===== config.mk =====
export PLATFORM = sky130hd
export DESIGN_NAME = alarm_table_bell_sequencer
export DESIGN_NICKNAME = d
export VERILOG_FILES = /design/src/atbs_pkg.sv /design/src/atbs_datapath.sv /design/src/atbs_ctrl.sv /design/src/alarm_table_bell_sequencer.sv
export SDC_FILE = /design/constraint.sdc
export NUM_CORES = 1
export LEC_CHECK = 0
export BUFFER_PORTS_ARGS = -buffer_cell sky130_fd_sc_hd__buf_2
export CORE_ASPECT_RATIO = 2
export CORE_UTILIZATION = 55
export CTS_CLUSTER_SIZE = 8
export DETAILED_ROUTE_END_ITERATION = 12
export HOLD_SLACK_MARGIN = 0.15
export PLACE_DENSITY = 0.69
export SKIP_CTS_REPAIR_TIMING = 1
export SYNTH_ARGS = -nofsm -noshare
export SYNTH_HDL_FRONTEND = slang
export SYNTH_SLANG_ARGS = --single-unit

===== constraint.sdc =====
create_clock -name clk -period 5.5 [get_ports clk]
set_input_delay 1.375 -clock clk [delete_from_list [all_inputs] [get_ports clk]]
set_output_delay 1.375 -clock clk [all_outputs]
set_load 0.1 [all_outputs]

===== src/atbs_pkg.sv =====
package atbs_pkg;

  localparam int OP_W      = 3;
  localparam int MIN_W     = 11;
  localparam int PTYPE_W   = 2;
  localparam int IDX_W     = 6;
  localparam int CNT_W     = 7;
  localparam int PAT_W     = 32;
  localparam int NUM_CFG   = 4;
  localparam int CFG_IDX_W = 2;
  localparam int IN_W      = 24;
  localparam int OUT_W     = 16;

  localparam logic [OP_W-1:0] OP_ADD     = 3'd0;
  localparam logic [OP_W-1:0] OP_REMOVE  = 3'd1;
  localparam logic [OP_W-1:0] OP_CHECK   = 3'd2;
  localparam logic [OP_W-1:0] OP_NEW_DAY = 3'd3;
  localparam logic [OP_W-1:0] OP_TICK    = 3'd4;

  typedef struct packed {
    logic load;
    logic scan_start;
    logic shift_start;
    logic run;
    logic shift;
    logic add_commit;
    logic fire;
    logic reject;
    logic set_active;
    logic clear_fired;
    logic tick;
    logic dec;
    logic out_load;
  } atbs_cmd_t;

  typedef struct packed {
    logic [OP_W-1:0] op;
    logic            full;
    logic            idx_bad;
    logic            busy;
    logic            hit;
    logic            scan_end;
    logic            out_free;
  } atbs_stat_t;

endpackage


===== src/atbs_datapath.sv =====
module atbs_datapath #(
  parameter int MAX_ALARMS   = 64,
  parameter int NUM_PATTERNS = 4,
  parameter int PATTERN_BITS = 32
) (
  input  logic                                clk,
  input  logic                                rst,
  input  logic                                cfg_valid,
  input  logic [atbs_pkg::CFG_IDX_W-1:0]      cfg_index,
  input  logic [atbs_pkg::PAT_W-1:0]          cfg_data,
  input  logic [atbs_pkg::IN_W-1:0]           s_tdata,
  input  logic                                m_tready,
  output logic                                m_tvalid,
  output logic [atbs_pkg::OUT_W-1:0]          m_tdata,
  input  atbs_pkg::atbs_cmd_t                 cmd,
  output atbs_pkg::atbs_stat_t                stat
);

  localparam int CW   = $clog2(MAX_ALARMS + 1);
  localparam int AW   = (MAX_ALARMS > 1) ? $clog2(MAX_ALARMS) : 1;
  localparam int BPW  = $clog2(PATTERN_BITS + 1);
  localparam int XW   = ((CW > atbs_pkg::IDX_W) ? CW : atbs_pkg::IDX_W) + 1;
  localparam int MINW = atbs_pkg::MIN_W;
  localparam int MW   = atbs_pkg::MIN_W + atbs_pkg::PTYPE_W;
  localparam int CNW  = atbs_pkg::CNT_W;
  localparam int OW   = atbs_pkg::OUT_W;

  logic [atbs_pkg::PAT_W-1:0]   pattern [atbs_pkg::NUM_CFG];
  logic [atbs_pkg::OP_W-1:0]    op;
  logic [MINW-1:0]              minute;
  logic [atbs_pkg::PTYPE_W-1:0] ptype;
  logic [atbs_pkg::IDX_W-1:0]   idx;

  logic [MW-1:0]                mem [MAX_ALARMS];
  logic [MW-1:0]                rd_data;
  logic [AW-1:0]                rd_idx;
  logic                         rd_vld;
  logic [CW-1:0]                ptr;
  logic [CW-1:0]                total;
  logic [MAX_ALARMS-1:0]        fired;
  logic [MAX_ALARMS-1:0]        fired_down;
  logic [MAX_ALARMS-1:0]        fired_shift;

  logic                         busy;
  logic                         level;
  logic                         act;
  logic                         acc;
  logic [BPW-1:0]               bitpos;
  logic [atbs_pkg::PTYPE_W-1:0] ltype;
  logic                         out_valid;
  logic [OW-1:0]                out_data;

  logic                         issue;
  logic                         mem_we;
  logic [AW-1:0]                mem_wa;
  logic [MW-1:0]                mem_wd;
  logic [atbs_pkg::PAT_W-1:0]   pat_sel;
  logic [atbs_pkg::PAT_W-1:0]   pat_shift;

  assign issue = cmd.run && (ptr < total);

  assign mem_we = cmd.add_commit || (cmd.run && cmd.shift && rd_vld);
  assign mem_wa = cmd.add_commit ? total[AW-1:0] : rd_idx - 1'b1;
  assign mem_wd = cmd.add_commit ? {ptype, minute} : rd_data;

  assign fired_down = fired >> 1;

  always_comb begin
    for (int i = 0; i < MAX_ALARMS; i++) begin
      fired_shift[i] = (i >= int'(idx)) ? fired_down[i] : fired[i];
    end
  end

  assign pat_sel   = (int'(ltype) < NUM_PATTERNS) ? pattern[ltype] : '0;
  assign pat_shift = pat_sel >> bitpos;

  assign stat.op       = op;
  assign stat.full     = (total >= CW'(MAX_ALARMS));
  assign stat.idx_bad  = (XW'(idx) >= XW'(total));
  assign stat.busy     = busy;
  assign stat.hit      = rd_vld && (rd_data[MINW-1:0] == minute) &&
                         ((op == atbs_pkg::OP_ADD) || !fired[rd_idx]);
  assign stat.scan_end = (ptr >= total) && !rd_vld;
  assign stat.out_free = !out_valid || m_tready;

  assign m_tvalid = out_valid;
  assign m_tdata  = out_data;

  always_ff @(posedge clk) begin
    if (rst) begin
      for (int i = 0; i < atbs_pkg::NUM_CFG; i++) begin
        pattern[i] <= '0;
      end
      total     <= '0;
      fired     <= '0;
      busy      <= 1'b0;
      bitpos    <= '0;
      ltype     <= '0;
      level     <= 1'b0;
      out_valid <= 1'b0;
      rd_vld    <= 1'b0;
      ptr       <= '0;
      acc       <= 1'b1;
      act       <= 1'b0;
    end else begin
      if (cfg_valid) begin
        pattern[cfg_index] <= cfg_data;
      end
      if (cmd.load) begin
        acc <= 1'b1;
        act <= 1'b0;
      end
      if (cmd.reject) begin
        acc <= 1'b0;
      end
      if (cmd.set_active) begin
        act <= 1'b1;
      end
      if (cmd.scan_start) begin
        ptr    <= '0;
        rd_vld <= 1'b0;
      end else if (cmd.shift_start) begin
        ptr    <= CW'(idx) + 1'b1;
        rd_vld <= 1'b0;
        fired  <= fired_shift;
      end else if (cmd.run) begin
        rd_vld <= issue;
        if (issue) begin
          ptr <= ptr + 1'b1;
        end
      end
      if (cmd.fire) begin
        fired[rd_idx] <= 1'b1;
        ltype         <= rd_data[MW-1:MINW];
        busy          <= 1'b1;
        act           <= 1'b1;
      end
      if (cmd.add_commit) begin
        fired[total[AW-1:0]] <= 1'b0;
        total                <= total + 1'b1;
      end
      if (cmd.dec) begin
        total <= total - 1'b1;
      end
      if (cmd.clear_fired) begin
        fired <= '0;
      end
      if (cmd.tick && busy) begin
        if (int'(bitpos) < PATTERN_BITS) begin
          level  <= pat_shift[0];
          bitpos <= bitpos + 1'b1;
        end else begin
          level  <= 1'b0;
          busy   <= 1'b0;
          bitpos <= '0;
        end
      end
      if (cmd.out_load) begin
        out_valid <= 1'b1;
      end else if (m_tready) begin
        out_valid <= 1'b0;
      end
    end
  end

  always_ff @(posedge clk) begin
    if (cmd.load) begin
      op     <= s_tdata[2:0];
      minute <= s_tdata[13:3];
      ptype  <= s_tdata[15:14];
      idx    <= s_tdata[21:16];
    end
    if (issue) begin
      rd_idx <= ptr[AW-1:0];
    end
    rd_data <= mem[ptr[AW-1:0]];
    if (mem_we) begin
      mem[mem_wa] <= mem_wd;
    end
    if (cmd.out_load) begin
      out_data <= OW'({busy, level, act, CNW'(total), acc});
    end
  end

endmodule


===== src/atbs_ctrl.sv =====
module atbs_ctrl (
  input  logic                  clk,
  input  logic                  rst,
  input  logic                  s_tvalid,
  output logic                  s_tready,
  input  atbs_pkg::atbs_stat_t  stat,
  output atbs_pkg::atbs_cmd_t   cmd
);

  typedef enum logic [2:0] {
    IDLE,
    DISPATCH,
    SCAN,
    SHIFT,
    DONE
  } state_t;

  state_t state;
  state_t state_next;

  assign s_tready = (state == IDLE);

  always_comb begin
    cmd        = '0;
    state_next = state;
    unique case (state)
      IDLE: begin
        if (s_tvalid) begin
          cmd.load   = 1'b1;
          state_next = DISPATCH;
        end
      end
      DISPATCH: begin
        state_next = DONE;
        unique case (stat.op)
          atbs_pkg::OP_ADD: begin
            if (stat.full) begin
              cmd.reject = 1'b1;
            end else begin
              cmd.scan_start = 1'b1;
              state_next     = SCAN;
            end
          end
          atbs_pkg::OP_REMOVE: begin
            if (stat.idx_bad) begin
              cmd.reject = 1'b1;
            end else begin
              cmd.shift_start = 1'b1;
              state_next      = SHIFT;
            end
          end
          atbs_pkg::OP_CHECK: begin
            if (stat.busy) begin
              cmd.set_active = 1'b1;
            end else begin
              cmd.scan_start = 1'b1;
              state_next     = SCAN;
            end
          end
          atbs_pkg::OP_NEW_DAY: cmd.clear_fired = 1'b1;
          atbs_pkg::OP_TICK:    cmd.tick = 1'b1;
          default: ;
        endcase
      end
      SCAN: begin
        if (stat.hit) begin
          if (stat.op == atbs_pkg::OP_ADD) begin
            cmd.reject = 1'b1;
          end else begin
            cmd.fire = 1'b1;
          end
          state_next = DONE;
        end else if (stat.scan_end) begin
          if (stat.op == atbs_pkg::OP_ADD) begin
            cmd.add_commit = 1'b1;
          end
          state_next = DONE;
        end else begin
          cmd.run = 1'b1;
        end
      end
      SHIFT: begin
        cmd.shift = 1'b1;
        if (stat.scan_end) begin
          cmd.dec    = 1'b1;
          state_next = DONE;
        end else begin
          cmd.run = 1'b1;
        end
      end
      DONE: begin
        if (stat.out_free) begin
          cmd.out_load = 1'b1;
          state_next   = IDLE;
        end
      end
      default: state_next = IDLE;
    endcase
  end

  always_ff @(posedge clk) begin
    if (rst) begin
      state <= IDLE;
    end else begin
      state <= state_next;
    end
  end

endmodule


===== src/alarm_table_bell_sequencer.sv =====
// One word is processed at a time; for new day, tick, unused opcodes, a check while
// ringing, an add to a full table and a rejected remove, the result word is loaded in
// DONE, right after DISPATCH, once the output is free. Add and check scan the table one
// entry per cycle, and a match ends the scan early. Remove shifts the later entries down.
// The next word is accepted in the cycle after the result is registered.
// Reset clears the patterns, the count, the fired marks and the bell; table contents stay.
module alarm_table_bell_sequencer #(
  parameter int MAX_ALARMS   = 64,
  parameter int NUM_PATTERNS = 4,
  parameter int PATTERN_BITS = 32
) (
  input  logic                           clk,
  input  logic                           rst,
  input  logic                           cfg_valid,
  output logic                           cfg_ready,
  input  logic [atbs_pkg::CFG_IDX_W-1:0] cfg_index,
  input  logic [atbs_pkg::PAT_W-1:0]     cfg_data,
  input  logic                           s_tvalid,
  output logic                           s_tready,
  // opcode, minute_of_day, pattern_type, entry_index
  input  logic [atbs_pkg::IN_W-1:0]      s_tdata,
  output logic                           m_tvalid,
  input  logic                           m_tready,
  // accepted, entry_count, alarm_active, bell_drive, ringing
  output logic [atbs_pkg::OUT_W-1:0]     m_tdata
);

  atbs_pkg::atbs_cmd_t  cmd;
  atbs_pkg::atbs_stat_t stat;

  assign cfg_ready = 1'b1;

  atbs_ctrl u_ctrl (
    .clk      (clk),
    .rst      (rst),
    .s_tvalid (s_tvalid),
    .s_tready (s_tready),
    .stat     (stat),
    .cmd      (cmd)
  );

  atbs_datapath #(
    .MAX_ALARMS   (MAX_ALARMS),
    .NUM_PATTERNS (NUM_PATTERNS),
    .PATTERN_BITS (PATTERN_BITS)
  ) u_datapath (
    .clk       (clk),
    .rst       (rst),
    .cfg_valid (cfg_valid),
    .cfg_index (cfg_index),
    .cfg_data  (cfg_data),
    .s_tdata   (s_tdata),
    .m_tready  (m_tready),
    .m_tvalid  (m_tvalid),
    .m_tdata   (m_tdata),
    .cmd       (cmd),
    .stat      (stat)
  );

endmodule


==> impl_metrics.tcl <==
set metrics [dict create \
    status "complete, no violations" \
    worstRegToRegCells 12 \
    synth_edf_count 999 \
    min_from "u_datapath.level$_SDFFE_PP0P_" \
    synth.most_common_cell "edfxtp_1" \
    grt_pass1_vias 26900 \
    synth.area.top_cells "edfxtp_1 (65%), mux4_2 (15%), dfxtp_1 (4.8%)" \
    synth_warnings 0 \
    viasPerCell 6.49 \
    gr-usage-all-layers_pct 28.2 \
    min_period_ns 4.59 \
    setup_viol 0 \
    start_util_pct 55.5 \
    ir_drop_v 0.000341 \
    holdCritPathClass "flop to flop" \
    maxSlewViolCount 0 \
    rr_endpoint "u_datapath.mem[51][12]$_DFFE_PP_" \
    nNetsFinal 2840 \
    ios 82 \
    core-area_um2 83500 \
    h-tree-depth 4 \
    cts_buffers 156 \
    antenna_found_initial 2 \
    setup.worst_path.class "flop to flop" \
    critical_path_required_ns 5.93 \
    grt_setup_unrepaired "no" \
    chipHeight_um 412 \
    ys_types 81 \
    fin_crit_sh_pct 83.4 \
    die_w_um 207 \
    critical_path.max_fanout 29 \
    hpwl_um 75200 \
    routedWlPerCell_um 30.1 \
    final_layout_size_suffix_gt1_share_pct 28.3 \
    tns_ns 0 \
    synth_seq_cells 1109 \
    globalRouteOverflowTotal 0 \
    cts_tree "yes" \
    regToRegSetupSlack_ns 0.91 \
    clk_transition_reported_paths_ns 0.05 \
    drc 0 \
    clock_path_buffers 3 \
    clock.fmax_mhz 218 \
    min_path_cells 0 \
    cts-root-buf "clkbuf_16" \
    dieArea_um2 85500 \
    clk_latency_ns 0.77 \
    drt_wl_total_um 117000 \
    core.rowCount 150 \
    yosysTopAreaCellShare_pct 64.8 \
    drt_first_pass_iters 5 \
    io_buffers 73 \
    hold_end "u_datapath.m_tdata[9]$_DFFE_PP_" \
    p_leak_nw 17.2 \
    vias 25200 \
    yosys.area.top_type "edfxtp_1" \
    pwr_density_cell_nw_per_um2 347 \
    r2r-start "u_datapath.total[4]$_SDFFE_PP0P_" \
    worst_slew_pin_slew_ns 1.36 \
    clock-skew-final_ns 0.0332 \
    ys_seq_area_share_pct 69.5 \
    async_flop_share_pct 0 \
    worst_setup_path_end_kind "flop" \
    area_growth_pct 14.4 \
    cp-start-kind "flop" \
    avgSynthCellArea_um2 18.0 \
    cp.arrival_ns 5.01 \
    finalHoldViolations 0 \
    fill_cells 5691 \
    grt_pass1_wl_um 173000 \
    cap_violations 0 \
    max_stage_delay_ns 0.66 \
    synth-main-ff-cell "edfxtp_1" \
    slew_headroom_pct 9.13 \
    grt_start_max_net_pins 127 \
    synth_commonest_cells "edfxtp_1 (999), mux4_2 (316), and2_1 (131)" \
    syn-cell-area_um2 46300 \
    ant_nets 0 \
    cts_num_sinks 1109 \
    path_cells "inv_1 > ha_1 > a21o_1 > a21o_1 > a21oi_1 > o21a_1 > or3_1 > buf_4 > mux2_2 > nand3_1 > nor3_2 > buf_4" \
    crit_slowest_cell "dfxtp_1" \
    whs_ns 0.433 \
    synthCells 2568 \
    drtIter0Drc 2136 \
    globalplace.congestion 0.965 \
]
## state kept, by name (all words and copies together) (netlist names), 2 cells and up, named ones only
register and flops:
u_ctrl.state 3, u_datapath.bitpos 6, u_datapath.fired 64, u_datapath.idx 6
u_datapath.ltype 2, u_datapath.m_tdata 11, u_datapath.mem 832, u_datapath.minute 11
u_datapath.op 3, u_datapath.pattern 128, u_datapath.ptr 7, u_datapath.ptype 2
u_datapath.rd_data 13, u_datapath.rd_idx 6, u_datapath.total 7
## layout make-up
cell class / instances / area [µm²] / share of cell area, %
inverter: 31 / 118 / 0.222
tap: 1064 / 1330 / 2.51
antenna: 1 / 2.50 / 0.00472
timing repair buffer: 198 / 1340 / 2.53
sequential: 1109 / 32200 / 60.8
clock inverter: 16 / 290 / 0.548
multi-input combinational: 1259 / 13600 / 25.7
clock buffer: 205 / 4090 / 7.72
## cells in the final DEF, fill, tap and decap left out, drive strengths merged, types with 5 or more instances in the layout
cell,count
a211oi,8
a21o,12
a21oi,48
a221oi,62
a22o,5
a31oi,7
and2,132
and3,7
buf,198
clkbuf,205
clkinv,12
conb,6
dfxtp,110
edfxtp,999
ha,21
inv,35
mux2i,86
mux4,316
nand2,116
nand2b,9
nand3,40
nand3b,8
nand4,41
nor2,77
nor2b,13
nor3,79
nor3b,8
nor4,7
o21ai,46
o22ai,5
or2,8
or3,9
xnor2,20
xor2,6
## routing by layer
metal	routed length (µm)	part of all wire, %	GRT usage [%]	vias to the layer above
met3	6150	5.3	4.56	305
met4	6740	5.8	16.5	2
met5	13	0.011	0	-
met2	64300	55	51.7	978
li1	-	-	-	10800
met1	39700	34	30.8	13100
## metrics by stage
stage	total power [mW]	worst slack [ns]	util, %	area (µm²)	cells
finish	18.4	0.913	63.4	53000	3883
CTS	18.5	0.973	63.4	53000	3882
global placement	9.86	1.13	58.2	48600	3661
floorplan	9.70	0.938	-	46300	2572
detailed placement	9.88	1.01	58.2	48600	3661
global route	18.9	0.512	63.4	53000	3882
## kinds of logic (layout without fill, tap and decap cells)
kind of cell             count (synthesis)  count (layout)  share of synthesized area [%]
AO/OA/AOI/OAI                          232             232                           3.60
adder cells (fa/ha/maj)                 22              22                          0.610
XOR/XNOR                                26              26                          0.492
flip-flops                            1109            1109                           69.5
other                                    2               7                         0.0162
multiplexers                           406             406                           17.3
buffers and inverters                  204             450                           1.89
AND/OR/NAND/NOR                        567             567                           6.55
## critical path, delay by kind of cell, from the launching register on
family                   cells  cell delay, ns
multiplexers                 1            0.26
AO/OA/AOI/OAI                4            0.88
adder cells (fa/ha/maj)      1            0.37
flip-flops                   1            0.66
AND/OR/NAND/NOR              3            1.06
buffers and inverters        3            0.98
## power breakdown
group          switching (mW)  internal, mW
Sequential             0.0499          9.23
Combinational           0.303         0.134
Clock                    3.49          5.17
## worst max-delay path by stage
| stage | from | to | slack, ns | depth (start not counted) |
|---|---|---|---|---|
| after floorplan | u_datapath.ptr[0]$_SDFFE_PP0P_ | u_datapath.mem[40][0]$_DFFE_PP_ | 0.94 | 15 |
| after global placement | u_datapath.total[4]$_SDFFE_PP0P_ | u_datapath.mem[18][7]$_DFFE_PP_ | 1.13 | 11 |
| after detailed placement | u_datapath.total[4]$_SDFFE_PP0P_ | u_datapath.mem[51][1]$_DFFE_PP_ | 1.01 | 12 |
| after CTS | u_datapath.total[4]$_SDFFE_PP0P_ | u_datapath.mem[42][0]$_DFFE_PP_ | 0.97 | 12 |
| after global routing | u_datapath.total[4]$_SDFFE_PP0P_ | u_datapath.mem[16][7]$_DFFE_PP_ | 0.51 | 11 |
| final | u_datapath.total[4]$_SDFFE_PP0P_ | u_datapath.mem[51][12]$_DFFE_PP_ | 0.91 | 12 |
No activity file was read; power rests on OpenSTA's default activity.
